File: src/sv/pafu_pkg.sv
`default_nettype none

package pafu_pkg;

    localparam int VALUE_WIDTH_DEFAULT = 16;
    localparam int OPCODE_W            = 3;

    typedef enum logic [OPCODE_W-1:0] {
        OP_ADD = 3'd0,
        OP_SUB = 3'd1,
        OP_MUL = 3'd2,
        OP_DIV = 3'd3,
        OP_NEG = 3'd4,
        OP_CMP = 3'd5
    } opcode_t;

    typedef enum logic [2:0] {
        ST_IDLE,
        ST_REDUCE,
        ST_EXEC,
        ST_MUL,
        ST_ALIGN,
        ST_DIVIDE,
        ST_UPDATE,
        ST_FINISH
    } state_t;

endpackage

`default_nettype wire

File: src/sv/prime_field_arithmetic_unit_core.sv
// add, subtract, negate, compare: both operands are first reduced mod p bit-serially (REDUCE), then EXEC
// and FINISH; multiply adds a bit-serial modular product (MUL); divide runs extended euclid on p and b,
//   each step ALIGN, DIVIDE and UPDATE, then the product of a with the coefficient t1 in MUL.
// one item at a time, set by the bit-serial reduce loop and the shared modular mac unit
// the finished result sits in an output register, so the next item is taken while it waits
// rst_n is asynchronous active low: clears the fsm, the output valid and sets modulus to 2
`default_nettype none

module prime_field_arithmetic_unit_core #(
    parameter int VALUE_WIDTH = pafu_pkg::VALUE_WIDTH_DEFAULT
) (
    input  wire logic                                     clk,
    input  wire logic                                     rst_n,
    // configuration: modulus
    input  wire logic                                     cfg_valid,
    output logic                                          cfg_ready,
    input  wire logic [VALUE_WIDTH-1:0]                   cfg_data,
    // tdata: operand_a, operand_b
    input  wire logic                                     s_axis_tvalid,
    output logic                                          s_axis_tready,
    input  wire logic [((2*VALUE_WIDTH+7)/8)*8-1:0]       s_axis_tdata,
    // tuser: opcode
    input  wire logic [pafu_pkg::OPCODE_W-1:0]            s_axis_tuser,
    // tdata: result_value, is_equal, is_less, is_greater, divide_by_zero
    output logic                                          m_axis_tvalid,
    input  wire logic                                     m_axis_tready,
    output logic [((VALUE_WIDTH+4+7)/8)*8-1:0]            m_axis_tdata
);
    import pafu_pkg::*;

    localparam int W     = VALUE_WIDTH;
    localparam int OUT_W = ((VALUE_WIDTH + 4 + 7) / 8) * 8;
    localparam int CNT_W = $clog2(VALUE_WIDTH);

    // (2*acc + dig*x) mod p, with acc and x already below p
    function automatic logic [W-1:0] mod_mac(
        input logic [W-1:0] acc,
        input logic         dig,
        input logic [W-1:0] x,
        input logic [W-1:0] p
    );
        logic [W:0] dbl;
        logic [W:0] sum;
        dbl = {acc, 1'b0};
        if (dbl >= {1'b0, p})
        begin
            dbl = dbl - {1'b0, p};
        end
        sum = {1'b0, dbl[W-1:0]} + (dig ? {1'b0, x} : {(W+1){1'b0}});
        if (sum >= {1'b0, p})
        begin
            sum = sum - {1'b0, p};
        end
        return sum[W-1:0];
    endfunction

    state_t state_reg, state_next;

    logic [W-1:0]     p_reg;
    opcode_t          op_reg;
    logic [W-1:0]     a_sh_reg, b_sh_reg;
    logic [W-1:0]     ra_reg, rb_reg;
    logic [CNT_W-1:0] cnt_reg;
    logic [W-1:0]     r0_reg, r1_reg, d_reg;
    logic [W-1:0]     t0_reg, t1_reg;
    logic [W-1:0]     acc_reg;
    logic [W-1:0]     mul_x_reg, mul_sh_reg;
    logic [W-1:0]     res_reg;
    logic             eq_reg, lt_reg, gt_reg, dz_reg;
    logic             m_valid_reg;
    logic [OUT_W-1:0] out_data_reg;

    logic             in_xfer;
    logic             load_out;
    logic [W:0]       red_a_t, red_b_t;
    logic [W-1:0]     red_a, red_b;
    logic             align_go;
    logic             q_bit;
    logic             mac_dig;
    logic [W-1:0]     mac_x;
    logic [W-1:0]     mac_out;
    logic [W-1:0]     t_new;
    logic [W:0]       add_s;
    logic [W-1:0]     add_r, sub_r, neg_r;

    // ---------------- datapath helpers ----------------
    always_comb
    begin
        red_a_t = {ra_reg, a_sh_reg[W-1]};
        red_b_t = {rb_reg, b_sh_reg[W-1]};
        red_a   = (red_a_t >= {1'b0, p_reg}) ? W'(red_a_t - {1'b0, p_reg}) : red_a_t[W-1:0];
        red_b   = (red_b_t >= {1'b0, p_reg}) ? W'(red_b_t - {1'b0, p_reg}) : red_b_t[W-1:0];

        align_go = ({d_reg, 1'b0} <= {1'b0, r0_reg});
        q_bit    = (d_reg <= r0_reg);

        mac_dig = (state_reg == ST_MUL) ? mul_sh_reg[W-1] : q_bit;
        mac_x   = (state_reg == ST_MUL) ? mul_x_reg : t1_reg;
        mac_out = mod_mac(acc_reg, mac_dig, mac_x, p_reg);

        // t0 - q*t1, all mod p
        t_new = (t0_reg >= acc_reg) ? (t0_reg - acc_reg) : (t0_reg - acc_reg + p_reg);

        add_s = {1'b0, ra_reg} + {1'b0, rb_reg};
        add_r = (add_s >= {1'b0, p_reg}) ? W'(add_s - {1'b0, p_reg}) : add_s[W-1:0];
        sub_r = (ra_reg >= rb_reg) ? (ra_reg - rb_reg) : (ra_reg - rb_reg + p_reg);
        neg_r = (ra_reg == '0) ? '0 : (p_reg - ra_reg);
    end

    // ---------------- fsm next state ----------------
    always_comb
    begin
        state_next = state_reg;
        unique case (state_reg)
            ST_IDLE:
            begin
                if (in_xfer)
                begin
                    state_next = ST_REDUCE;
                end
            end
            ST_REDUCE:
            begin
                if (cnt_reg == '0)
                begin
                    state_next = ST_EXEC;
                end
            end
            ST_EXEC:
            begin
                if (op_reg == OP_MUL)
                begin
                    state_next = ST_MUL;
                end
                else if (op_reg == OP_DIV && rb_reg != '0)
                begin
                    state_next = ST_ALIGN;
                end
                else
                begin
                    state_next = ST_FINISH;
                end
            end
            ST_MUL:
            begin
                if (cnt_reg == '0)
                begin
                    state_next = ST_FINISH;
                end
            end
            ST_ALIGN:
            begin
                if (!align_go)
                begin
                    state_next = ST_DIVIDE;
                end
            end
            ST_DIVIDE:
            begin
                if (cnt_reg == '0)
                begin
                    state_next = ST_UPDATE;
                end
            end
            ST_UPDATE:
            begin
                // r0 holds the new remainder here
                state_next = (r0_reg == '0) ? ST_MUL : ST_ALIGN;
            end
            ST_FINISH:
            begin
                if (load_out)
                begin
                    state_next = ST_IDLE;
                end
            end
            default:
            begin
                state_next = ST_IDLE;
            end
        endcase
    end

    // ---------------- fsm outputs ----------------
    always_comb
    begin
        s_axis_tready = (state_reg == ST_IDLE);
        load_out      = (state_reg == ST_FINISH) && (!m_valid_reg || m_axis_tready);
    end

    assign in_xfer       = s_axis_tvalid && s_axis_tready;
    assign cfg_ready     = 1'b1;
    assign m_axis_tvalid = m_valid_reg;
    assign m_axis_tdata  = out_data_reg;

    // ---------------- control registers ----------------
    always_ff @(posedge clk or negedge rst_n)
    begin
        if (!rst_n)
        begin
            state_reg   <= ST_IDLE;
            p_reg       <= W'(2);
            m_valid_reg <= 1'b0;
            cnt_reg     <= '0;
        end
        else
        begin
            state_reg <= state_next;
            if (cfg_valid && cfg_ready)
            begin
                p_reg <= (cfg_data < W'(2)) ? W'(2) : cfg_data;
            end
            if (load_out)
            begin
                m_valid_reg <= 1'b1;
            end
            else if (m_axis_tready)
            begin
                m_valid_reg <= 1'b0;
            end
            unique case (state_reg)
                ST_IDLE:   cnt_reg <= CNT_W'(W - 1);
                ST_REDUCE,
                ST_MUL,
                ST_DIVIDE: cnt_reg <= cnt_reg - CNT_W'(1);
                ST_EXEC:   cnt_reg <= (op_reg == OP_MUL) ? CNT_W'(W - 1) : '0;
                ST_ALIGN:  cnt_reg <= align_go ? (cnt_reg + CNT_W'(1)) : cnt_reg;
                ST_UPDATE: cnt_reg <= (r0_reg == '0) ? CNT_W'(W - 1) : '0;
                default:   cnt_reg <= cnt_reg;
            endcase
        end
    end

    // ---------------- payload registers ----------------
    always_ff @(posedge clk)
    begin
        unique case (state_reg)
            ST_IDLE:
            begin
                if (in_xfer)
                begin
                    op_reg   <= opcode_t'(s_axis_tuser);
                    a_sh_reg <= s_axis_tdata[W-1:0];
                    b_sh_reg <= s_axis_tdata[2*W-1:W];
                    ra_reg   <= '0;
                    rb_reg   <= '0;
                end
            end
            ST_REDUCE:
            begin
                ra_reg   <= red_a;
                rb_reg   <= red_b;
                a_sh_reg <= {a_sh_reg[W-2:0], 1'b0};
                b_sh_reg <= {b_sh_reg[W-2:0], 1'b0};
            end
            ST_EXEC:
            begin
                acc_reg <= '0;
                res_reg <= (op_reg == OP_ADD) ? add_r :
                           (op_reg == OP_SUB) ? sub_r :
                           (op_reg == OP_NEG) ? neg_r : '0;
                eq_reg  <= (op_reg == OP_CMP) && (ra_reg == rb_reg);
                lt_reg  <= (op_reg == OP_CMP) && (ra_reg < rb_reg);
                gt_reg  <= (op_reg == OP_CMP) && (ra_reg > rb_reg);
                dz_reg  <= (op_reg == OP_DIV) && (rb_reg == '0);
                unique case (op_reg)
                    OP_MUL:
                    begin
                        mul_x_reg  <= ra_reg;
                        mul_sh_reg <= rb_reg;
                    end
                    OP_DIV:
                    begin
                        r0_reg <= p_reg;
                        r1_reg <= rb_reg;
                        d_reg  <= rb_reg;
                        t0_reg <= '0;
                        t1_reg <= W'(1);
                    end
                    default:
                    begin
                    end
                endcase
            end
            ST_ALIGN:
            begin
                if (align_go)
                begin
                    d_reg <= {d_reg[W-2:0], 1'b0};
                end
            end
            ST_DIVIDE:
            begin
                // one quotient bit per cycle, q*t1 accumulated mod p
                acc_reg <= mac_out;
                if (q_bit)
                begin
                    r0_reg <= r0_reg - d_reg;
                end
                d_reg <= {1'b0, d_reg[W-1:1]};
            end
            ST_UPDATE:
            begin
                r0_reg  <= r1_reg;
                r1_reg  <= r0_reg;
                d_reg   <= r0_reg;
                t0_reg  <= t1_reg;
                t1_reg  <= t_new;
                acc_reg <= '0;
                if (r0_reg == '0)
                begin
                    // euclid done: coefficient is t1, product with a comes next
                    mul_x_reg  <= ra_reg;
                    mul_sh_reg <= t1_reg;
                end
            end
            ST_MUL:
            begin
                acc_reg    <= mac_out;
                mul_sh_reg <= {mul_sh_reg[W-2:0], 1'b0};
                if (cnt_reg == '0)
                begin
                    res_reg <= mac_out;
                end
            end
            ST_FINISH:
            begin
                if (load_out)
                begin
                    out_data_reg <= OUT_W'({dz_reg, gt_reg, lt_reg, eq_reg, res_reg});
                end
            end
            default:
            begin
                acc_reg <= acc_reg;
            end
        endcase
    end

endmodule

`default_nettype wire

File: config.mk
export PLATFORM = sky130hd
export DESIGN_NAME = prime_field_arithmetic_unit_core
export DESIGN_NICKNAME = d
export VERILOG_FILES = /design/src/sv/pafu_pkg.sv /design/src/sv/prime_field_arithmetic_unit_core.sv
export SDC_FILE = /design/constraint.sdc
export NUM_CORES = 1
export LEC_CHECK = 0
export ABC_CLOCK_PERIOD_IN_PS = 12600
export BUFFER_PORTS_ARGS = -buffer_cell sky130_fd_sc_hd__buf_2
export CAP_MARGIN = 10
export CORE_AREA = 2 2 228 230
export DETAILED_ROUTE_END_ITERATION = 10
export DIE_AREA = 0 0 230 232
export MAX_ROUTING_LAYER = met4
export SYNTH_ARGS = -nofsm -noshare
export SYNTH_HDL_FRONTEND = slang
export SYNTH_SLANG_ARGS = --single-unit
File: constraint.sdc
create_clock -name clk -period 12.6 [get_ports clk]
set_input_delay 2.52 -clock clk [delete_from_list [all_inputs] [get_ports clk]]
set_output_delay 2.52 -clock clk [all_outputs]
set_load 0.005 [all_outputs]
==> results.sh, run 1 <==
export IMPL_cp_start_kind="register"
export IMPL_min_delay_start="res_reg[9]"
export IMPL_postCtsSetupRepairBufs=0
export IMPL_ys_seq_area_frac=0.353
export IMPL_crit_fanout=28
export IMPL_hp_class="reg -> reg"
export IMPL_final_setup_tns_ps=0
export IMPL_die_x_um=230
export IMPL_die_area_sq_um=53400
export IMPL_synth_seq_cells=259
export IMPL_nNetsFinal=2719
export IMPL_grt_pass1_vias=18700
export IMPL_drcViolationCount=0
export IMPL_firstDrtPassIters=6
export IMPL_cts_tree="done"
export IMPL_layout_common_cells="nand2_1 (242), edfxtp_1 (235), ha_1 (222)"
export IMPL_port_buffer_count=77
export IMPL_synth_flop_cell="edfxtp_1"
export IMPL_yosysWarningCount=0
export IMPL_avgRoutedWirePerCell_um=24.5
export IMPL_dp_hpwl_um=58100
export IMPL_rsz0062_at_grt="false"
export IMPL_async_flop_share=0.0927
export IMPL_nFillCells=4982
export IMPL_multi_input_area_sq_um=13100
export IMPL_die_h_um=232
export IMPL_cpPeakStageDelay_ps=790
export IMPL_cts_root_buffer="clkbuf_16"
export IMPL_drt_wl_total_um=76700
export IMPL_layout_commonest_cell="nand2_1"
export IMPL_largest_register_ffs=20
export IMPL_grt_ovfl_total=0
export IMPL_fin_crit_sh=0.663
export IMPL_syn_avg_cell_area_sq_um=9.17
export IMPL_fin_skew_ps=18.3
export IMPL_gp_congestion=0.997
export IMPL_synthToLayoutAreaGrowth_pct=10.1
export IMPL_numCtsBuffers=31
export IMPL_cts_hold_buf=0
export IMPL_ys_types=90
export IMPL_vias=18900
export IMPL_fmax_ghz=0.120
export IMPL_cts_resized=0
export IMPL_io_pins=83
export IMPL_grt_first_pass_wirelength_um=114000
export IMPL_reg2reg_from="p_reg[1]"
export IMPL_vias_per_cell=6.02
export IMPL_core_area_sq_um=50900
export IMPL_startpoint="p_reg[1]"
export IMPL_htree_levels=1
export IMPL_synth_edf_count=235
export IMPL_antenna_found_initial=1
export IMPL_setup_viol=0
export IMPL_clock_latency_ps=610
export IMPL_grt_max_degree=65
export IMPL_cp_slowest_cell="dfstp_2"
export IMPL_cap_viol_max_count=0
export IMPL_drive_above_1_share=0.0897
export IMPL_clkTransAtPathRegs_ps=60
export IMPL_relSlewSlack=0.201
export IMPL_netlist_area_sq_um=21700
export IMPL_worst_pin_slew_ps=1200
export IMPL_grt_usage=0.293
export IMPL_worstPathArrival_ps=8680
export IMPL_crit_top_cell="a21oi_1"
export IMPL_ant_nets=0
export IMPL_clk_path_buf_depth=3
export IMPL_num_rows=83
export IMPL_initial_core_util=0.426
export IMPL_drt_iter0_drc=1541
export IMPL_outcome="finished, final reports clean"
export IMPL_cp_required_ps=12920
export IMPL_path_class="reg -> reg"
export IMPL_seq_area_sq_um=7660
export IMPL_synthesis_instances=2365
export IMPL_slew_viol_final=0
export IMPL_final_hold_viol_count=0
export IMPL_clock_sinks=259
export IMPL_endpoint_kind="register"
export IMPL_period_needed_ps=8360
[kinds of logic after synthesis]
family / after synthesis / synth area share
adders and majority gates: 236 / 0.141
and+or+nand+nor: 708 / 0.152
AOI/OAI and AO/OA: 687 / 0.213
buffers and inverters: 251 / 0.0469
xor gates and xnor gates: 151 / 0.0610
other: 2 / 0.000346
DFF: 259 / 0.353
muxes: 71 / 0.0330
[layout make-up]
type | count | share of cell area
clock inverters | 13 | 0.00461
well taps | 680 | 0.0356
multi-input cells | 1858 | 0.547
inverters | 163 | 0.0256
diodes | 2 | 0.000210
flip-flops and latches | 259 | 0.321
clock buffers | 45 | 0.0381
repair buffers | 114 | 0.0282
[final timing paths]
kind | end | slack (ps) | depth (start not counted)
max in group asynchronous | state_reg[2] | 10150 | 1
max | res_reg[5] | 4240 | 31
min | m_axis_tdata[9] | 420 | 0
min reg2reg | m_axis_tdata[9] | 420 | 0
min in group asynchronous | state_reg[0] | 1960 | 1
max reg2reg | res_reg[5] | 4240 | 31
[Yosys cell counts (10+ instances only)]
cell type  instances  area (sq um)
xnor2_1          108           946
nand2_1          244           916
edfxtp_1         235          7060
o21a_1            29           218
a221o_1           20           200
a21oi_1          168           841
nor2b_1           28           175
clkbuf_1          58           218
o22ai_1           39           244
nand3_1           33           165
o21ai_1           15          75.1
and2_1            10          62.6
mux2i_1           67           671
fa_1              14           280
dfrtp_1           23           576
ha_1             222          2780
a211oi_1          17           128
or3_1             14          87.6
a22o_1            18           158
buf_2             10          50.1
a21o_1            63           473
xor2_1            43           377
nand2b_1          34           213
o21ai_0          134           671
inv_1            160           601
nor2_1           197           739
nor3_1            43           215
o211ai_1          12          90.1
o221ai_1          14           123
o31ai_1           14           105
a31oi_1           22           138
nor4_1            26           163
and3_1            24           150
o21bai_1          20           150
nand4_1           25           156
[routing by layer]
| layer | track usage | part of all wire | vias up |
|---|---|---|---|
| met5 | - | 0 | - |
| met4 | 0.136 | 0.054 | 0 |
| met3 | 0.0410 | 0.072 | 178 |
| met2 | 0.474 | 0.46 | 736 |
| met1 | 0.363 | 0.41 | 9090 |
| li1 | - | - | 8854 |
[through the flow]
step           hold WS (ps)   util  cells  worst slack, ps  cell area [sq um]
6_report                421  0.469   3134             4240              23900
5_1_grt                 435  0.469   3133             3360              23900
4_1_cts                 422  0.469   3130             4290              23800
3_5_place_dp            406  0.449   3072             4320              22800
3_3_place_gp            405  0.449   3072             4360              22800
2_1_floorplan           400      -   2368             5550              21700
[critical path, delay by kind of cell (launching register included)]
| family | cells | cell delay [ps] |
|---|---|---|
| and+or+nand+nor | 4 | 1050 |
| DFF | 1 | 790 |
| muxes | 2 | 760 |
| AOI/OAI and AO/OA | 17 | 3340 |
| xor gates and xnor gates | 1 | 170 |
| adders and majority gates | 3 | 1110 |
| buffers and inverters | 4 | 820 |
Power of run 1 is left out: the tool's default activity adds up to more than one toggle a clock period on the data nets, which glitch-free logic cannot reach.
==> inputs of run 2 (changes only) <==
ABC_CLOCK_PERIOD_IN_PS = 8700   (was 12600)
clock period = 8.7 ns   (was 12.6 ns; I/O delays follow)
==> run 2 against run 1 <==
Effect of this change:
- non-clock buffer count up 8
- fmax increased by 6.4%
- global-route usage about the same
- critical path type unchanged
- highest routed layer unchanged
==> results.sh, run 2 (synthesis gave the netlist of run 1 again) <==
export IMPL_outcome="finished, final reports clean"
export IMPL_num_rows=83
export IMPL_drive_above_1_share=0.0938
export IMPL_htree_levels=2
export IMPL_cts_tree="done"
export IMPL_worst_pin_slew_ps=1160
export IMPL_cpPeakStageDelay_ps=800
export IMPL_fmax_ghz=0.127
export IMPL_final_hold_viol_count=0
export IMPL_io_pins=83
export IMPL_cts_hold_buf=0
export IMPL_post_place_ws_ps=981
export IMPL_rsz0062_at_grt="false"
export IMPL_numCtsBuffers=34
export IMPL_layout_commonest_cell="nand2_1"
export IMPL_nNetsFinal=2730
export IMPL_cpLargestDelayFamily="compound AO/OA/AOI/OAI gates"
export IMPL_fin_crit_sh=0.903
export IMPL_endpoint_kind="register"
export IMPL_grt_usage=0.293
export IMPL_path_class="reg -> reg"
export IMPL_avgRoutedWirePerCell_um=24.2
export IMPL_initial_core_util=0.426
export IMPL_reg2reg_to="res_reg[15]"
export IMPL_worstPathArrival_ps=8140
export IMPL_timing_final_ws_setup_ps=845
export IMPL_cap_viol_max_count=0
export IMPL_postCtsSetupRepairBufs=0
export IMPL_grt_max_degree=65
export IMPL_clk_path_buf_depth=3
export IMPL_drcViolationCount=0
export IMPL_die_x_um=230
export IMPL_crit_buf_inv=3
export IMPL_grt_first_pass_wirelength_um=114000
export IMPL_vias=19000
export IMPL_holdPathEnd="m_axis_tdata[17]"
export IMPL_gp_congestion=0.956
export IMPL_die_h_um=232
export IMPL_vias_per_cell=6.03
export IMPL_crit_fanout=26
export IMPL_cp_required_ps=8980
export IMPL_synthToLayoutAreaGrowth_pct=10.9
export IMPL_relSlewSlack=0.226
export IMPL_drt_wl_total_um=76200
export IMPL_whs_path_depth=0
export IMPL_dp_hpwl_um=57500
export IMPL_core_area_sq_um=50900
export IMPL_clock_sinks=259
export IMPL_fin_skew_ps=26.0
export IMPL_reg2reg_slack_ps=850
export IMPL_slew_viol_final=0
export IMPL_hp_class="reg -> reg"
export IMPL_clkTransAtPathRegs_ps=60
export IMPL_grt_ovfl_total=0
export IMPL_antenna_found_initial=4
export IMPL_cts_resized=0
export IMPL_port_buffer_count=77
export IMPL_layout_common_cells="nand2_1 (242), edfxtp_1 (235), ha_1 (222)"
export IMPL_drt_iter0_drc=1550
export IMPL_cts_root_buffer="clkbuf_16"
export IMPL_period_needed_ps=7850
export IMPL_ant_nets=0
export IMPL_ff2ff_path_depth=28
export IMPL_grt_pass1_vias=18500
export IMPL_die_area_sq_um=53400
export IMPL_min_delay_start="lt_reg"
export IMPL_setup_viol=0
export IMPL_clock_latency_ps=570
export IMPL_firstDrtPassIters=5
export IMPL_largest_register_ffs=20
export IMPL_final_setup_tns_ps=0
export IMPL_cp_start_kind="register"
export IMPL_cp_slowest_cell="dfstp_2"
export IMPL_reg2reg_from="p_reg[1]"
[run 2: cell count changes in the layout (fill, tap and decap cells not counted), sizes merged]
cell and change:
buf +8, inv +2, bufinv +1, clkbuf +1, clkinv -1, clkinvlp -1
[run 2: worst max path at each step]
| stage | start | end | slack, ps | depth (start not counted) |
|---|---|---|---|---|
| global route | p_reg[1] | res_reg[15] | 180 | 30 |
| floorplan | p_reg[1] | res_reg[1] | 1650 | 31 |
| CTS | p_reg[1] | res_reg[15] | 920 | 29 |
| detailed placement | p_reg[1] | res_reg[15] | 980 | 29 |
| finish | p_reg[1] | res_reg[15] | 850 | 28 |
| global placement | p_reg[1] | res_reg[5] | 1150 | 30 |
[run 2: worst register-to-register path: cells and delay by family (launching register included)]
kind | cells | cell delay (ps)
AOI/OAI and AO/OA | 13 | 3100
and+or+nand+nor | 7 | 1340
adders and majority gates | 3 | 870
DFF | 1 | 800
buffers and inverters | 3 | 770
muxes | 1 | 470
xor gates and xnor gates | 1 | 220
[run 2: routing by layer]
layer | global-route usage | routed length [um] | part of all wire
met1 | 0.364 | 31400 | 0.41
met2 | 0.456 | 34400 | 0.45
met3 | 0.0517 | 5930 | 0.078
met4 | 0.157 | 4530 | 0.059
met5 | - | 0 | 0
[run 2: per-stage QoR]
stage	utilization	std cells	area (sq um)	hold WS (ps)
floorplan	-	2368	21700	400
global placement	0.450	3082	22900	405
detailed placement	0.450	3082	22900	407
CTS	0.473	3142	24100	420
global route	0.473	3144	24100	433
finish	0.473	3144	24100	419
[run 2: area by class of cell]
type                            instances  area, sq um
Fill cell                            4877        26800
Clock buffer                           46          988
Antenna cell                            2         5.00
Timing Repair Buffer                  122          723
Clock inverter                         14          165
Sequential cell                       259         7660
Inverter                              163          612
Multi-Input combinational cell       1858        13100
Tap cell                              680          851
Power of run 2 is left out for the same reason.
==> inputs of run 3 (changes only) <==
ABC_CLOCK_PERIOD_IN_PS = 6950   (was 8700)
GPL_TIMING_DRIVEN = 0   (was default)
clock period = 6.95 ns   (was 8.7 ns; I/O delays follow)
==> run 3 against run 2 <==
Effect of this change:
- fmax up 15%
- first-iteration DRC count increased by 46%
- wire length grew 5.6%
- cell count is 3.9% higher
- sequential share of layout area is 1.3 points lower
- critical endpoint is now res_reg[13]
- largest cell class unchanged
==> results.sh, run 3 (synthesis gave the netlist of run 1 again) <==
export IMPL_outcome="finished, final reports clean"
export IMPL_firstDrtPassIters=6
export IMPL_clkTransAtPathRegs_ps=60
export IMPL_endpoint_kind="register"
export IMPL_port_buffer_count=77
export IMPL_clock_sinks=259
export IMPL_vias=19800
export IMPL_relSlewSlack=0.220
export IMPL_clk_path_buf_depth=3
export IMPL_reg2reg_to="res_reg[13]"
export IMPL_core_area_sq_um=50900
export IMPL_dp_hpwl_um=60200
export IMPL_final_hold_viol_count=0
export IMPL_final_setup_tns_ps=0
export IMPL_die_h_um=232
export IMPL_io_pins=83
export IMPL_holdPathEnd="m_axis_tdata[5]"
export IMPL_reg2reg_slack_ps=140
export IMPL_htree_levels=1
export IMPL_drt_wl_total_um=80500
export IMPL_clock_latency_ps=590
export IMPL_nNetsFinal=2851
export IMPL_drcViolationCount=0
export IMPL_crit_top_cell="a21oi_2"
export IMPL_gp_congestion=1.00
export IMPL_cts_root_buffer="clkbuf_16"
export IMPL_min_delay_start="res_reg[5]"
export IMPL_worst_pin_slew_ps=1160
export IMPL_whs_path_depth=0
export IMPL_avgRoutedWirePerCell_um=24.6
export IMPL_fin_crit_sh=0.980
export IMPL_cp_required_ps=7240
export IMPL_crit_fanout=10
export IMPL_grt_ovfl_total=0
export IMPL_cts_tree="done"
export IMPL_num_rows=83
export IMPL_vias_per_cell=6.07
export IMPL_period_needed_ps=6810
export IMPL_fin_skew_ps=14.8
export IMPL_die_x_um=230
export IMPL_synthToLayoutAreaGrowth_pct=15.8
export IMPL_hp_class="reg -> reg"
export IMPL_cap_viol_max_count=0
export IMPL_cpPeakStageDelay_ps=640
export IMPL_slew_viol_final=0
export IMPL_layout_commonest_cell="nand2_1"
export IMPL_ff2ff_path_depth=34
export IMPL_numCtsBuffers=31
export IMPL_drt_iter0_drc=2264
export IMPL_startpoint="p_reg[1]"
export IMPL_cp_slowest_cell="dfstp_4"
export IMPL_drive_above_1_share=0.136
export IMPL_initial_core_util=0.426
export IMPL_grt_usage=0.307
export IMPL_antenna_found_initial=1
export IMPL_largest_register_ffs=20
export IMPL_setup_viol=0
export IMPL_layout_common_cells="nand2_1 (243), edfxtp_1 (235), ha_1 (217)"
export IMPL_worstPathArrival_ps=7100
export IMPL_ant_nets=0
export IMPL_cp_start_kind="register"
export IMPL_reg2reg_from="p_reg[1]"
export IMPL_whs_ps=419
export IMPL_fmax_ghz=0.147
export IMPL_path_class="reg -> reg"
export IMPL_grt_pass1_vias=19100
export IMPL_grt_first_pass_wirelength_um=119000
export IMPL_grt_max_degree=45
export IMPL_rsz0062_at_grt="true"
export IMPL_die_area_sq_um=53400
-- run 3: cell count changes in the layout (fill, tap and decap cells not counted), sizes merged --
cell | before | now
clkbuf | 46 | 101
diode | 2 | 3
inv | 166 | 151
buf | 122 | 188
clkinvlp | 1 | 16
-- run 3: critical path, delay by kind of cell (launching register included) --
kind,cells,cell delay [ps]
AND/OR/NAND/NOR,6,630
adder cells (fa/ha/maj),4,1150
AO/OA/AOI/OAI,18,3110
buffers and inverters,5,830
XOR/XNOR,1,150
flip-flops,1,640
-- run 3: through the flow --
| stage | util | std cells | instance area [sq um] | worst slack [ps] |
|---|---|---|---|---|
| 2_1_floorplan | - | 2368 | 21700 | 2.24 |
| 3_3_place_gp | 0.451 | 3125 | 23000 | -2180 |
| 3_5_place_dp | 0.454 | 3132 | 23100 | -2160 |
| 4_1_cts | 0.487 | 3243 | 24800 | 3.02 |
| 5_1_grt | 0.494 | 3264 | 25100 | -167 |
| 6_report | 0.494 | 3266 | 25100 | 140 |
-- run 3: worst max path at each step --
stage	cells past startpoint	slack, ps	to
6_report	34	140	res_reg[13]
5_1_grt	35	-170	res_reg[11]
4_1_cts	34	3	res_reg[5]
3_5_place_dp	31	-2160	res_reg[11]
3_3_place_gp	31	-2180	res_reg[11]
2_1_floorplan	31	2	res_reg[1]
-- run 3: layout make-up --
cell class | instances | area [sq um]
fillers | 4820 | 25800
repair buffers | 160 | 1100
flip-flops and latches | 259 | 7680
well taps | 680 | 851
inverters | 163 | 664
plain buffers | 86 | 419
clock inverters | 14 | 135
diodes | 3 | 7.51
multi-input cells | 1858 | 13400
clock buffers | 43 | 892
-- run 3: layer usage --
layer  track usage  up-vias  share of wire
met4         0.138        0          0.052
met1         0.400     9523           0.42
li1              -     9138              -
met2         0.470      939           0.45
met3        0.0506      225          0.087
met5             -        -              0
-- run 3: what timing repair did --
action,4_1_cts,5_1_grt
resized for setup,62,37
pin swaps,22,32
hold endpoints to repair,0,0
setup endpoints to repair,32,32
hold buffers,0,0
buffers inserted,57,20
Power of run 3 is left out for the same reason.
